<file path="config.mk">
export PLATFORM = sky130hd
export DESIGN_NAME = simple_path_length_k_check
export DESIGN_NICKNAME = d
export VERILOG_FILES = /design/src/spk_pkg.sv /design/src/spk_seq.sv /design/src/spk_dp.sv /design/src/simple_path_length_k_check.sv
export SDC_FILE = /design/constraint.sdc
export NUM_CORES = 2
export LEC_CHECK = 0
export BUFFER_PORTS_ARGS = -buffer_cell sky130_fd_sc_hd__buf_2
export CORE_AREA = 2 2 347 349
export DETAILED_ROUTE_END_ITERATION = 6
export DIE_AREA = 0 0 349 351
export PLACE_DENSITY = 0.75
export SETUP_SLACK_MARGIN = 0.5
export SLEW_MARGIN = 10
export SYNTH_ARGS = -nofsm -noshare
export SYNTH_HDL_FRONTEND = slang
export SYNTH_SLANG_ARGS = --single-unit
</file>
<file path="constraint.sdc">
create_clock -name clock -period 5.7 [get_ports clock]
set_input_delay 0.57 -clock clock [delete_from_list [all_inputs] [get_ports clock]]
set_output_delay 0.57 -clock clock [all_outputs]
set_load 0.05 [all_outputs]
</file>
<file path="src/spk_pkg.sv">
// ----------------------------------------------------------------------------
// spk_pkg: shared types, codes and microprogram of the path length checker
// Holds field widths, register codes, the control word layout and the
// read-only microprogram that the sequencer steps through.
// ----------------------------------------------------------------------------
package spk_pkg;

   localparam int MAX_VERTICES_DEF = 32;

   // field widths
   localparam int VTX_W        = 5;
   localparam int COUNT_W      = 6;
   localparam int CSR_IDX_W    = 2;
   localparam int CSR_DATA_W   = 6;
   localparam int REQ_TDATA_W  = 16;
   localparam int RSP_TDATA_W  = 8;

   // register indexes
   localparam logic [CSR_IDX_W-1:0] CSR_VERTEX_COUNT  = 2'd0;
   localparam logic [CSR_IDX_W-1:0] CSR_START_VERTEX  = 2'd1;
   localparam logic [CSR_IDX_W-1:0] CSR_TARGET_VERTEX = 2'd2;
   localparam logic [CSR_IDX_W-1:0] CSR_PATH_LENGTH   = 2'd3;

   localparam logic [COUNT_W-1:0] VERTEX_COUNT_RST = 6'd32;

   // microprogram steps
   localparam int STEP_W = 4;
   localparam logic [STEP_W-1:0] ST_LOAD    = 4'd0;
   localparam logic [STEP_W-1:0] ST_INIT    = 4'd1;
   localparam logic [STEP_W-1:0] ST_CHECK   = 4'd2;
   localparam logic [STEP_W-1:0] ST_SCAN    = 4'd3;
   localparam logic [STEP_W-1:0] ST_TEST    = 4'd4;
   localparam logic [STEP_W-1:0] ST_ARRIVE  = 4'd5;
   localparam logic [STEP_W-1:0] ST_POP     = 4'd6;
   localparam logic [STEP_W-1:0] ST_RESTORE = 4'd7;
   localparam logic [STEP_W-1:0] ST_ANSWER  = 4'd8;

   // datapath operations
   localparam int OP_W = 3;
   localparam logic [OP_W-1:0] OP_NONE    = 3'd0;
   localparam logic [OP_W-1:0] OP_START   = 3'd1;
   localparam logic [OP_W-1:0] OP_FOUND   = 3'd2;
   localparam logic [OP_W-1:0] OP_NEXT    = 3'd3;
   localparam logic [OP_W-1:0] OP_PUSH    = 3'd4;
   localparam logic [OP_W-1:0] OP_RETREAT = 3'd5;
   localparam logic [OP_W-1:0] OP_RESTORE = 3'd6;
   localparam logic [OP_W-1:0] OP_FINISH  = 3'd7;

   // branch conditions
   localparam int COND_W = 4;
   localparam logic [COND_W-1:0] C_ALWAYS    = 4'd0;
   localparam logic [COND_W-1:0] C_LAST      = 4'd1;
   localparam logic [COND_W-1:0] C_RANGE_BAD = 4'd2;
   localparam logic [COND_W-1:0] C_ZERO_HIT  = 4'd3;
   localparam logic [COND_W-1:0] C_EXHAUST   = 4'd4;
   localparam logic [COND_W-1:0] C_CAND_OK   = 4'd5;
   localparam logic [COND_W-1:0] C_AT_GOAL   = 4'd6;
   localparam logic [COND_W-1:0] C_DEPTH0    = 4'd7;
   localparam logic [COND_W-1:0] C_RSP_FREE  = 4'd8;

   typedef struct packed {
      logic [COUNT_W-1:0] vertex_count;
      logic [VTX_W-1:0]   start_vertex;
      logic [VTX_W-1:0]   target_vertex;
      logic [VTX_W-1:0]   path_length;
   } cfg_type;

   typedef struct packed {
      logic              ready;
      logic [COND_W-1:0] cond;
      logic [OP_W-1:0]   op_t;
      logic [OP_W-1:0]   op_f;
      logic [STEP_W-1:0] tgt_t;
      logic [STEP_W-1:0] tgt_f;
   } uword_type;

   typedef struct packed {
      logic            ready;
      logic [OP_W-1:0] op;
   } ctl_type;

   typedef struct packed {
      logic last_xfer;
      logic range_bad;
      logic zero_hit;
      logic exhaust;
      logic cand_ok;
      logic at_goal;
      logic depth0;
      logic rsp_free;
   } flags_type;

   // One word per step: branch on cond, run op_t/op_f, go to tgt_t/tgt_f.
   function automatic uword_type ucode_rom(input logic [STEP_W-1:0] step);
      uword_type w;
      case (step)
         ST_LOAD:    w = '{1'b1, C_LAST,      OP_NONE,   OP_NONE,    ST_INIT,   ST_LOAD};
         ST_INIT:    w = '{1'b0, C_RANGE_BAD, OP_NONE,   OP_START,   ST_ANSWER, ST_CHECK};
         ST_CHECK:   w = '{1'b0, C_ZERO_HIT,  OP_FOUND,  OP_NONE,    ST_ANSWER, ST_SCAN};
         ST_SCAN:    w = '{1'b0, C_EXHAUST,   OP_NONE,   OP_NONE,    ST_POP,    ST_TEST};
         ST_TEST:    w = '{1'b0, C_CAND_OK,   OP_PUSH,   OP_NEXT,    ST_ARRIVE, ST_SCAN};
         ST_ARRIVE:  w = '{1'b0, C_AT_GOAL,   OP_FOUND,  OP_NONE,    ST_ANSWER, ST_SCAN};
         ST_POP:     w = '{1'b0, C_DEPTH0,    OP_NONE,   OP_RETREAT, ST_ANSWER, ST_RESTORE};
         ST_RESTORE: w = '{1'b0, C_ALWAYS,    OP_RESTORE, OP_NONE,   ST_SCAN,   ST_SCAN};
         ST_ANSWER:  w = '{1'b0, C_RSP_FREE,  OP_FINISH, OP_NONE,    ST_LOAD,   ST_ANSWER};
         default:    w = '{1'b0, C_ALWAYS,    OP_NONE,   OP_NONE,    ST_LOAD,   ST_LOAD};
      endcase
      return w;
   endfunction

endpackage

</file>
<file path="src/spk_seq.sv">
// ----------------------------------------------------------------------------
// spk_seq: microprogram sequencer
// Step counter, control word lookup and two-way conditional branch.
// ----------------------------------------------------------------------------
module spk_seq (
   input  logic                clock,
   input  logic                reset,
   input  spk_pkg::flags_type  flags,
   output spk_pkg::ctl_type    ctl
);
   import spk_pkg::*;

   logic [STEP_W-1:0] upc_ff;
   logic [STEP_W-1:0] upc_in;
   uword_type         word;
   logic              taken;

   assign word = ucode_rom(upc_ff);

   always_comb begin
      case (word.cond)
         C_ALWAYS:    taken = 1'b1;
         C_LAST:      taken = flags.last_xfer;
         C_RANGE_BAD: taken = flags.range_bad;
         C_ZERO_HIT:  taken = flags.zero_hit;
         C_EXHAUST:   taken = flags.exhaust;
         C_CAND_OK:   taken = flags.cand_ok;
         C_AT_GOAL:   taken = flags.at_goal;
         C_DEPTH0:    taken = flags.depth0;
         C_RSP_FREE:  taken = flags.rsp_free;
         default:     taken = 1'b1;
      endcase
   end

   assign upc_in    = taken ? word.tgt_t : word.tgt_f;
   assign ctl.op    = taken ? word.op_t : word.op_f;
   assign ctl.ready = word.ready;

   always_ff @(posedge clock) begin
      if (reset) begin
         upc_ff <= ST_LOAD;
      end else begin
         upc_ff <= upc_in;
      end
   end

endmodule

</file>
<file path="src/spk_dp.sv">
// ----------------------------------------------------------------------------
// spk_dp: search datapath
// Adjacency memory with row valid bits, path stack memory, current vertex,
// neighbor cursor, depth and visited mask; raises branch flags.
// ----------------------------------------------------------------------------
module spk_dp #(
   parameter int MAX_VERTICES = spk_pkg::MAX_VERTICES_DEF
) (
   input  logic                      clock,
   input  logic                      reset,
   input  spk_pkg::cfg_type          cfg,
   input  logic [spk_pkg::VTX_W-1:0] arc_from,
   input  logic [spk_pkg::VTX_W-1:0] arc_to,
   input  logic                      arc_last,
   input  logic                      arc_xfer,
   input  logic                      rsp_free,
   input  spk_pkg::ctl_type          ctl,
   output spk_pkg::flags_type        flags,
   output logic                      found
);
   import spk_pkg::*;

   localparam int VW = (MAX_VERTICES > 1) ? $clog2(MAX_VERTICES) : 1;
   localparam int CW = VW + 1;
   localparam int LW = (CW > COUNT_W) ? CW : COUNT_W;

   logic [MAX_VERTICES-1:0] adj_mem [MAX_VERTICES];
   logic [VW-1:0]           stk_v_mem [MAX_VERTICES];
   logic [CW-1:0]           stk_c_mem [MAX_VERTICES];

   logic [MAX_VERTICES-1:0] row_valid_ff;
   logic [MAX_VERTICES-1:0] adj_q_ff;
   logic                    adjv_q_ff;
   logic [VW-1:0]           stk_v_q_ff;
   logic [CW-1:0]           stk_c_q_ff;

   logic [VW-1:0]           v_ff, v_in;
   logic [CW-1:0]           cur_ff, cur_in;
   logic [VW-1:0]           d_ff, d_in;
   logic [MAX_VERTICES-1:0] visited_ff, visited_in;
   logic                    found_ff, found_in;

   logic [LW-1:0] n_l, vc_l, max_l, s_l, t_l, k_l, from_l, to_l, cur_l, d_l, v_l;
   logic [VW-1:0] from_idx, to_idx, cur_idx, s_idx, d_dec;
   logic [MAX_VERTICES-1:0] row_eff, cur_bit, v_bit, s_bit, to_bit;
   logic          arc_wr;

   assign vc_l   = LW'(cfg.vertex_count);
   assign max_l  = LW'(MAX_VERTICES);
   assign n_l    = (vc_l > max_l) ? max_l : vc_l;
   assign s_l    = LW'(cfg.start_vertex);
   assign t_l    = LW'(cfg.target_vertex);
   assign k_l    = LW'(cfg.path_length);
   assign from_l = LW'(arc_from);
   assign to_l   = LW'(arc_to);
   assign cur_l  = LW'(cur_ff);
   assign d_l    = LW'(d_ff);
   assign v_l    = LW'(v_ff);

   assign from_idx = from_l[VW-1:0];
   assign to_idx   = to_l[VW-1:0];
   assign s_idx    = s_l[VW-1:0];
   assign cur_idx  = cur_ff[VW-1:0];
   assign d_dec    = d_ff - VW'(1);

   assign cur_bit = {{(MAX_VERTICES-1){1'b0}}, 1'b1} << cur_idx;
   assign v_bit   = {{(MAX_VERTICES-1){1'b0}}, 1'b1} << v_ff;
   assign s_bit   = {{(MAX_VERTICES-1){1'b0}}, 1'b1} << s_idx;
   assign to_bit  = {{(MAX_VERTICES-1){1'b0}}, 1'b1} << to_idx;

   assign arc_wr  = arc_xfer && (from_l < n_l) && (to_l < n_l);
   assign row_eff = adjv_q_ff ? adj_q_ff : '0;

   // branch flags
   assign flags.last_xfer = arc_xfer && arc_last;
   assign flags.range_bad = (s_l >= n_l) || (t_l >= n_l);
   assign flags.zero_hit  = (s_l == t_l) && (k_l == '0);
   assign flags.exhaust   = (d_l >= k_l) || (cur_l >= n_l);
   assign flags.cand_ok   = row_eff[cur_idx] && !visited_ff[cur_idx]
                            && !((cur_l == t_l) && ((d_l + LW'(1)) != k_l));
   assign flags.at_goal   = (v_l == t_l) && (d_l == k_l);
   assign flags.depth0    = (d_ff == '0);
   assign flags.rsp_free  = rsp_free;

   assign found = found_ff;

   always_comb begin
      v_in       = v_ff;
      cur_in     = cur_ff;
      d_in       = d_ff;
      visited_in = visited_ff;
      found_in   = found_ff;
      case (ctl.op)
         OP_START: begin
            v_in       = s_idx;
            cur_in     = '0;
            d_in       = '0;
            visited_in = s_bit;
            found_in   = 1'b0;
         end
         OP_FOUND: begin
            found_in = 1'b1;
         end
         OP_NEXT: begin
            cur_in = cur_ff + CW'(1);
         end
         OP_PUSH: begin
            v_in       = cur_idx;
            cur_in     = '0;
            d_in       = d_ff + VW'(1);
            visited_in = visited_ff | cur_bit;
         end
         OP_RETREAT: begin
            visited_in = visited_ff & ~v_bit;
            d_in       = d_dec;
         end
         OP_RESTORE: begin
            v_in   = stk_v_q_ff;
            cur_in = stk_c_q_ff;
         end
         OP_FINISH: begin
            visited_in = '0;
            found_in   = 1'b0;
            d_in       = '0;
         end
         default: begin
         end
      endcase
   end

   always_ff @(posedge clock) begin
      if (reset) begin
         d_ff       <= '0;
         visited_ff <= '0;
         found_ff   <= 1'b0;
      end else begin
         d_ff       <= d_in;
         visited_ff <= visited_in;
         found_ff   <= found_in;
      end
   end

   always_ff @(posedge clock) begin
      v_ff   <= v_in;
      cur_ff <= cur_in;
   end

   // row valid bits: an invalid row reads as empty
   always_ff @(posedge clock) begin
      if (reset) begin
         row_valid_ff <= '0;
      end else if (ctl.op == OP_FINISH) begin
         row_valid_ff <= '0;
      end else if (arc_wr) begin
         row_valid_ff[from_idx] <= 1'b1;
      end
   end

   // adjacency memory: bit write on a live row, whole row on a cleared one
   always_ff @(posedge clock) begin
      if (arc_wr) begin
         if (row_valid_ff[from_idx]) begin
            adj_mem[from_idx][to_idx] <= 1'b1;
         end else begin
            adj_mem[from_idx] <= to_bit;
         end
      end
      adj_q_ff  <= adj_mem[v_in];
      adjv_q_ff <= row_valid_ff[v_in];
   end

   // path stack: parent vertex and resume cursor per depth
   always_ff @(posedge clock) begin
      if (ctl.op == OP_PUSH) begin
         stk_v_mem[d_ff] <= v_ff;
         stk_c_mem[d_ff] <= cur_ff + CW'(1);
      end
      stk_v_q_ff <= stk_v_mem[d_dec];
      stk_c_q_ff <= stk_c_mem[d_dec];
   end

endmodule

</file>
<file path="src/simple_path_length_k_check.sv">
// Arcs: one transfer per clock while loading; each accepted in-range arc sets one bit.
// Search after the last arc: set up, answer at once if an endpoint is out of range
// or a zero-length path fits, else test each neighbor in turn, step down the path
// to a candidate, step back up off the stack, and give up back at the start vertex.
// Answer leaves through an output register while the next graph loads; the next
// waits for it to drain. Reset (synchronous, active high) empties graph and result.
// ----------------------------------------------------------------------------
// simple_path_length_k_check: exact length simple path detector
// Collects directed arcs into an adjacency matrix, then runs a microcoded
// depth-first search for a simple path of the configured length.
// ----------------------------------------------------------------------------
module simple_path_length_k_check #(
   parameter int MAX_VERTICES = spk_pkg::MAX_VERTICES_DEF
) (
   input  logic                           clock,
   input  logic                           reset,
   // input arcs
   input  logic                           req_tvalid,
   output logic                           req_tready,
   input  logic [spk_pkg::REQ_TDATA_W-1:0] req_tdata,  // arc_from[4:0], arc_to[9:5]
   input  logic                           req_tlast,  // last_arc
   // results
   output logic                           rsp_tvalid,
   input  logic                           rsp_tready,
   output logic [spk_pkg::RSP_TDATA_W-1:0] rsp_tdata,  // path_found[0]
   // register writes
   input  logic                           csr_wen,
   input  logic [spk_pkg::CSR_IDX_W-1:0]  csr_index,
   input  logic [spk_pkg::CSR_DATA_W-1:0] csr_wdata
);
   import spk_pkg::*;

   cfg_type   cfg_ff, cfg_in;
   ctl_type   ctl;
   flags_type flags;
   logic      found;
   logic      arc_xfer;
   logic      rsp_free;
   logic      rsp_valid_ff, rsp_valid_in;
   logic      rsp_found_ff;

   // configuration registers: take the write, masked to register width
   always_comb begin
      cfg_in = cfg_ff;
      if (csr_wen) begin
         case (csr_index)
            CSR_VERTEX_COUNT:  cfg_in.vertex_count  = csr_wdata;
            CSR_START_VERTEX:  cfg_in.start_vertex  = csr_wdata[VTX_W-1:0];
            CSR_TARGET_VERTEX: cfg_in.target_vertex = csr_wdata[VTX_W-1:0];
            CSR_PATH_LENGTH:   cfg_in.path_length   = csr_wdata[VTX_W-1:0];
            default: begin
            end
         endcase
      end
   end

   always_ff @(posedge clock) begin
      if (reset) begin
         cfg_ff.vertex_count  <= VERTEX_COUNT_RST;
         cfg_ff.start_vertex  <= '0;
         cfg_ff.target_vertex <= '0;
         cfg_ff.path_length   <= '0;
      end else begin
         cfg_ff <= cfg_in;
      end
   end

   // arcs are taken only while the microprogram sits in its load step
   assign req_tready = ctl.ready;
   assign arc_xfer   = req_tvalid && req_tready;

   // the answer step may finish once the output register is free or draining
   assign rsp_free = !rsp_valid_ff || rsp_tready;

   spk_seq u_seq (
      .clock (clock),
      .reset (reset),
      .flags (flags),
      .ctl   (ctl)
   );

   spk_dp #(
      .MAX_VERTICES (MAX_VERTICES)
   ) u_dp (
      .clock    (clock),
      .reset    (reset),
      .cfg      (cfg_ff),
      .arc_from (req_tdata[VTX_W-1:0]),
      .arc_to   (req_tdata[2*VTX_W-1:VTX_W]),
      .arc_last (req_tlast),
      .arc_xfer (arc_xfer),
      .rsp_free (rsp_free),
      .ctl      (ctl),
      .flags    (flags),
      .found    (found)
   );

   // output register: load on finish, drop on transfer
   always_comb begin
      rsp_valid_in = rsp_valid_ff;
      if (rsp_tvalid && rsp_tready) begin
         rsp_valid_in = 1'b0;
      end
      if (ctl.op == OP_FINISH) begin
         rsp_valid_in = 1'b1;
      end
   end

   always_ff @(posedge clock) begin
      if (reset) begin
         rsp_valid_ff <= 1'b0;
      end else begin
         rsp_valid_ff <= rsp_valid_in;
      end
   end

   always_ff @(posedge clock) begin
      if (ctl.op == OP_FINISH) begin
         rsp_found_ff <= found;
      end
   end

   assign rsp_tvalid = rsp_valid_ff;
   assign rsp_tdata  = {{(RSP_TDATA_W-1){1'b0}}, rsp_found_ff};

`ifndef SYNTH
   // a result appears only from a finish step
   a_rsp_from_finish: assert property (@(posedge clock) disable iff (reset)
      $rose(rsp_tvalid) |-> $past(ctl.op == OP_FINISH))
      else $error("result raised without a finish step");

   // a finish never overwrites an undelivered result
   a_no_overwrite: assert property (@(posedge clock) disable iff (reset)
      (ctl.op == OP_FINISH) |-> (!rsp_valid_ff || rsp_tready))
      else $error("result overwritten before transfer");

   // after a finish the block is back to loading arcs
   a_back_to_load: assert property (@(posedge clock) disable iff (reset)
      (ctl.op == OP_FINISH) |=> req_tready)
      else $error("not loading after finish");
`endif

endmodule
</file>
# Word-level counts from Yosys, hierarchy flattened
# Memories as Yosys holds them, arrays and structs flattened. A register that Yosys moved wholly into a read port is not among the register bits.
# Cells that the tools add are included.
[op_classes] n_reduce_logical=33 eq_ne=23 n_shift=4 n_mux=65 bitwise=36 addsub=4 n_lt_le_gt_ge=13
[op_table] cell="$pmux W32 S4" count=1
[op_table] cell="$shl A1 B5 Y32 const A" count=4
[op_table] cell="$mux W32" count=2
[op_table] cell="$or A32 B32 Y32" count=2
[op_table] cell="$mux W1" count=47
[op_table] cell="$and A32 B32 Y32" count=1
[op_table] cell="$not A32 Y32" count=1
[op_table] cell="$or A1 B1 Y1" count=32
[op_table] cell="$pmux W5 S3" count=2
[op_table] cell="$lt A5 B6 Y1 const B" count=4
[op_table] cell="$bmux W1 S5" count=4
[op_table] cell="$pmux W6 S3" count=1
[op_table] cell="$eq A4 B3 Y1 const B" count=4
[op_table] cell="$eq A5 B5 Y1" count=3
[op_table] cell="$eq A3 B3 Y1 const B" count=4
[op_table] cell="$ge A5 B6 Y1" count=2
[op_table] cell="$logic_and A1 B1 Y1" count=12
[op_table] cell="$lt A5 B6 Y1" count=2
[op_table] cell="$demux W1 S5" count=2
[op_table] cell="$ge A5 B1 Y1 const B" count=2
[op_table] cell="$eq A4 B2 Y1 const B" count=2
[op_table] cell="$mux W4" count=2
[op_table] cell="$pmux W1 S8" count=1
[op_table] cell="$reduce_and A2 Y1" count=4
[op_table] cell="other kinds (27)" count=37
[word_totals] out_inout_bits=10 memories=4 mem_bits_rw=1376 reg_bits=105 mem_bits_ro=304 input_bits=30 wordCells=195
[memory_table] memory="u_dp.adj_mem" depth=32 word_bits=32 rd=1 rd_ports_with_merged_regs=1 wr=1 line_no="spk_dp.sv:27" source="logic [MAX_VERTICES-1:0] adj_mem [MAX_VERTICES];"
[memory_table] memory="(name not given)" depth=16 word_bits=19 rd=1 rd_ports_with_merged_regs=1 wr=0 line_no="spk_pkg.sv:96" source="case (step)"
[memory_table] memory="u_dp.stk_c_mem" depth=32 word_bits=6 rd=1 rd_ports_with_merged_regs=1 wr=1 line_no="spk_dp.sv:29" source="logic [CW-1:0] stk_c_mem [MAX_VERTICES];"
[memory_table] memory="u_dp.stk_v_mem" depth=32 word_bits=5 rd=1 rd_ports_with_merged_regs=1 wr=1 line_no="spk_dp.sv:28" source="logic [VW-1:0] stk_v_mem [MAX_VERTICES];"

# Depth between registers and ports, before layout
[depth] depth_word=11 depth_mapped=29 ltp_nobuf=23

# Cells and area by module
# A second synthesis with hierarchy kept.
[hier_totals] cells_unflattened=5159 hier_area_um2=72268.1
[by_module_without_submodules] mod="spk_dp" seq_area_each_um2=43882.1 cells_per_inst=4947 area_per_inst_um2=70291.2 n_inst=1
[by_module_without_submodules] mod="simple_path_length_k_check" seq_area_each_um2=470.5 cells_per_inst=96 area_per_inst_um2=1001.0 n_inst=1
[by_module_without_submodules] mod="spk_seq" seq_area_each_um2=320.3 cells_per_inst=116 area_per_inst_um2=975.9 n_inst=1

# Worst setup path before layout
# OpenSTA, ideal clock, no wires.
[synth_timing] path_kind="register to register" start="reg u_dp.cur_ff[0]" end="reg u_dp.adj_q_ff[23], read port of u_dp.adj_mem" n_path_buf=6 stages_incl_launch_ff=27 required_ns=5.558 arrival_ns=5.534 setup_ns=0.142 path_slack_ns=0.024 synth_period_minus_slack_ns=5.676 path_cell_list="edfxtp_1 > buf_2 > buf_2 > inv_1 > ha_1 > nand2b_1 > a21o_1 > a21oi_1 > o21ai_0 > a311o_1 > nor3_2 > buf_6 > mux2i_1 > inv_1 > ha_1 > clkbuf_1 > inv_1 > nor3_1 > a22o_4 > inv_2 > buf_6 > buf_4 > mux2i_1 > a221oi_1 > or4_1 > a31oi_1 > a211oi_2"
[synth_via] elab_chain_len=9 word_cells_on_any_way=18 classes_between="order compare (1); eq/ne (4); mux (7); reduce/logical (6)"
[synth_lines] item="start, declared" line_no="spk_dp.sv:38" source="logic [CW-1:0] cur_ff, cur_in;"
[synth_lines] item="start signal, assigned" line_no="spk_dp.sv:145" source="cur_ff <= cur_in;"
[synth_lines] item="$bmux W1 S5" line_no="spk_dp.sv:79" source="assign flags.cand_ok = row_eff[cur_idx] && !visited_ff[cur_idx]"
[synth_lines] item="$mux W1 (implied by the code)" line_no="spk_dp.sv:79"
[synth_lines] item="$logic_not A1 Y1" line_no="spk_dp.sv:79"
[synth_lines] item="$logic_and A1 B1 Y1" line_no="spk_dp.sv:79"
[synth_lines] item="$logic_and A1 B1 Y1" line_no="spk_dp.sv:80" source="&& !((cur_l == t_l) && ((d_l + LW'(1)) != k_l));"
[synth_lines] item="$pmux W1 S8" line_no="spk_seq.sv:21" source="case (word.cond)"
[synth_lines] item="$mux W3" line_no="spk_seq.sv:36" source="assign ctl.op = taken ? word.op_t : word.op_f;"
[synth_lines] item="$eq A3 B3 Y1 or $eq A3 B1 Y1 (tied branches)" line_no="spk_dp.sv:93" source="case (ctl.op)"
[synth_lines] item="$pmux W5 S3 (*)" line_no="spk_dp.sv:93"
[synth_lines] item="end, declared" line_no="spk_dp.sv:32" source="logic [MAX_VERTICES-1:0] adj_q_ff;"
# Mark *: on every way between the ends. The rest lies on a longest branch, timed or not. The select of a mux whose other input is x is not followed.
# A chain may end at the register's enable or synchronous reset.

# Worst setup path in the final report
[layout_timing] start="reg cfg_ff[20] (netlist bit)" end="reg u_dp.adj_q_ff[28], read port of u_dp.adj_mem"
[layout_via] elab_chain_len=8 word_cells_on_any_way=13 classes_between="order compare (4); eq/ne (3); mux (4); reduce/logical (2)"
[layout_lines] item="start, declared" line_no="simple_path_length_k_check.sv:33" source="cfg_type cfg_ff, cfg_in;"
[layout_lines] item="start signal, assigned" line_no="simple_path_length_k_check.sv:64" source="cfg_ff <= cfg_in;"
[layout_lines] item="$gt A6 B6 Y1" line_no="spk_dp.sv:50" source="assign n_l = (vc_l > max_l) ? max_l : vc_l;"
[layout_lines] item="$mux W6 (*)" line_no="spk_dp.sv:50"
[layout_lines] item="$ge A6 B6 Y1 or $ge A5 B6 Y1 (tied branches)" line_no="spk_dp.sv:78, spk_dp.sv:76"
[layout_lines] item="$logic_or A1 B1 Y1 (on tied branches)" line_no="spk_dp.sv:78, spk_dp.sv:76"
[layout_lines] item="$pmux W1 S8 (*)" line_no="spk_seq.sv:21"
[layout_lines] item="$mux W3 (*)" line_no="spk_seq.sv:36"
[layout_lines] item="$eq A3 B3 Y1 or $eq A3 B1 Y1 (tied branches)" line_no="spk_dp.sv:93"
[layout_lines] item="$pmux W5 S3 (*)" line_no="spk_dp.sv:93"
# Mark *: on every way between the ends. The rest lies on a longest branch, timed or not.

==> flow_summary.toml <==
[timing]
setup_viol = 0
tns_ps = 0
rsz0062_at_grt = "true"
fin_skew_ps = 31.8
slew_headroom_pct = 15.2
hold_viol = 0
finalCriticalPeriod_ps = 5020
worst_slack_ps = 678
worstMarginPinSlew_ps = 1270
period_share_pct = 88.1
slew_violations = 0
clock.fmax_ghz = 0.199

[grt]
overflow = 0
grt_pass1_vias = 44300
antenna_found_initial = 8
grt_pass1_wl_microns = 276000
grt_max_degree = 78
track_usage_pct = 30.5

[route]
vias = 46800
dr.first_iter.drc_count = 6957
met2WireLength_microns = 87100
drtAntennaViolNets = 0
met3WireLength_microns = 24800
routed_via_density = 6.49
drc = 0
met1Wirelength_microns = 69000
avgRoutedWirePerCell_microns = 26.4
wl_microns = 191000
first_pass_iters = 6
routed.top_layer = "met5"

[logic_synthesis]
synth.distinct_cells = 76
ys_warn_count = 0
ys_seq_area_share_pct = 66.4
synth-edff-count = 1383
synth_async_sr_flop_share_pct = 0
synth.top_cells.by_area = "edfxtp_1, nor2_1, dfxtp_1"
synth_top_area_cell = "edfxtp_1"
syn-cell-area_sq_mm = 0.0673
synth.avg_cell_area_sq_um = 12.0
ys_seq_elements = 1540
synthCells = 5594
yosysTopAreaCellShare_pct = 61.7
synth_flop_cell = "edfxtp_1"

[clock_network]
cts-htree-levels = 4
tritoncts = "done"
worstSkewPairLatency_ps = 800
root_buffer = "clkbuf_16"
cts.sinks = 1540
path_clk_slew_ps = 60
clockBufferDepth = 3
cts_buffers = 152

[run]
max_cap_viol_count = 0

[floorplan]
core_area_sq_mm = 0.119
ios = 40
die_area_sq_mm = 0.122
die_h_microns = 351
initial_core_util_pct = 56.5
rows = 127
die_w_microns = 349

[placed_design]
placedCellCount = 6910
gp_congestion = 0.931
numPortBuffers = 26
dp_hpwl_microns = 107000
dp_slack_ps = 147

[worst_setup_path]
slowest_stage = "or4_1"
required_ps = 6350
startpoint_type = "flip-flop"
path_max_fanout = 22
crit_path_end_kind = "flip-flop"
worst-setup-path-type = "reg -> reg"
worst_path_most_repeated_cell = "a21oi_1"
critPathMaxStageDelay_ps = 510
cp_data_arrival_time_ps = 5680

[run_status]
status = "completed"

[power_and_ir_drop]
vdd_drop_max_mv = 0.409
p_per_area_mw_per_mm2 = 440
leakage_uw = 0.0264

[final_layout]
syn_to_final_growth_pct = 11.8
nets = 5615
layout-drive-gt1-share_pct = 13.5
post_layout_nonfiller_instances = 7218

[min_path]
hold_class = "in -> reg"
cell usage after synthesis (all sizes together), types with 43 or more instances:
cell type	number
inv	73
o21ai	91
a211oi	60
o22ai	63
a32oi	101
clkbuf	360
a31oi	43
mux2i	164
nand2	751
dfxtp	157
nor2	1205
a21oi	320
nand3	99
ha	46
edfxtp	1383
mux4	119
buf	130
a221oi	102
cell type report:
type,count,area [sq um]
sequential,1540,44700
antenna,3,7.51
clock inverter,72,741
multi-input combinational,3495,20700
fill,8534,43800
clock buffer,210,4250
timing repair buffer,275,2560
tap,1548,1940
inverter,75,305
cell families (layout without fill, tap and decap cells):
kind of cell / Yosys count / count (layout) / synth area share (%)
AND/OR/NAND/NOR: 2243 / 2243 / 13.5
flip-flops: 1540 / 1540 / 66.4
AO/OA/AOI/OAI: 876 / 876 / 8.60
buffers and inverters: 565 / 632 / 3.59
multiplexers: 298 / 298 / 6.68
adder cells (fa/ha/maj): 46 / 46 / 0.856
XOR/XNOR: 25 / 25 / 0.326
other: 1 / 10 / 0.00558
metal layers:
metal	global-route usage (%)	vias up
li1	-	20100
met1	40.2	23100
met2	48.1	3041
met3	7.38	603
met4	14.0	4
met5	0	-
what timing repair did:
action                                  CTS  global route
pin swaps                                 1             4
gates resized for setup                   5            25
buffers inserted                          2            14
hold endpoints to repair                  1             0
cloned                                    1             5
hold buffers                              1             0
endpoints found under the setup margin   33            33
flip-flops by register name, indices dropped and copies added (netlist names), 16 cells and up:
register           cells
u_dp.adj_q_ff         32
u_seq.word            16
u_dp.row_valid_ff     32
u_dp.stk_c_mem       192
cfg_ff                21
u_dp.stk_v_mem       160
u_dp.adj_mem        1024
u_dp.visited_ff       32
where the power goes:
part,internal (uW),switching (uW)
Combinational,2960,6330
Clock,5710,4330
Sequential,13300,431
cells in the final DEF, fill, tap and decap left out, types with 32 or more instances in the layout:
master / count
a221oi_1: 101
inv_1: 65
ha_1: 44
mux4_2: 119
a211oi_1: 53
a32oi_1: 101
clkbuf_1: 41
dfxtp_1: 154
or4_1: 33
o21ai_0: 75
nand3_1: 96
nand2_2: 35
a31oi_1: 38
nor2_1: 1186
nand2_1: 716
a21oi_1: 307
a21boi_0: 32
clkbuf_16: 162
buf_4: 203
edfxtp_1: 1383
o22ai_1: 63
mux2i_1: 161
final timing paths:
path,end,slack (ps),cells after the start,start
max reg2reg,u_dp.adj_q_ff[28],680,26,cfg_ff[20]
max,u_dp.adj_q_ff[28],680,26,cfg_ff[20]
min,cfg_ff[4],100,3,csr_wdata[4]
min reg2reg,u_dp.row_valid_ff[15],490,2,u_dp.row_valid_ff[15]
worst max-delay path: cells and delay by family, from the launching register on:
kind	cells	cell delay [ps]
adder cells (fa/ha/maj)	2	470
AND/OR/NAND/NOR	5	1130
buffers and inverters	8	1130
AO/OA/AOI/OAI	9	1400
flip-flops	1	340
multiplexers	2	400
through the flow:
stage	cell area, sq um	utilization, %	power, uW	hold WS [ps]
floorplan	67300	-	19400	409
global placement	69700	58.6	22500	461
detailed placement	69700	58.6	22700	466
CTS	74800	62.9	32700	50.0
global route	75200	63.2	34100	103
finish	75200	63.2	33100	96.1
No activity file was read; power rests on OpenSTA's default activity.
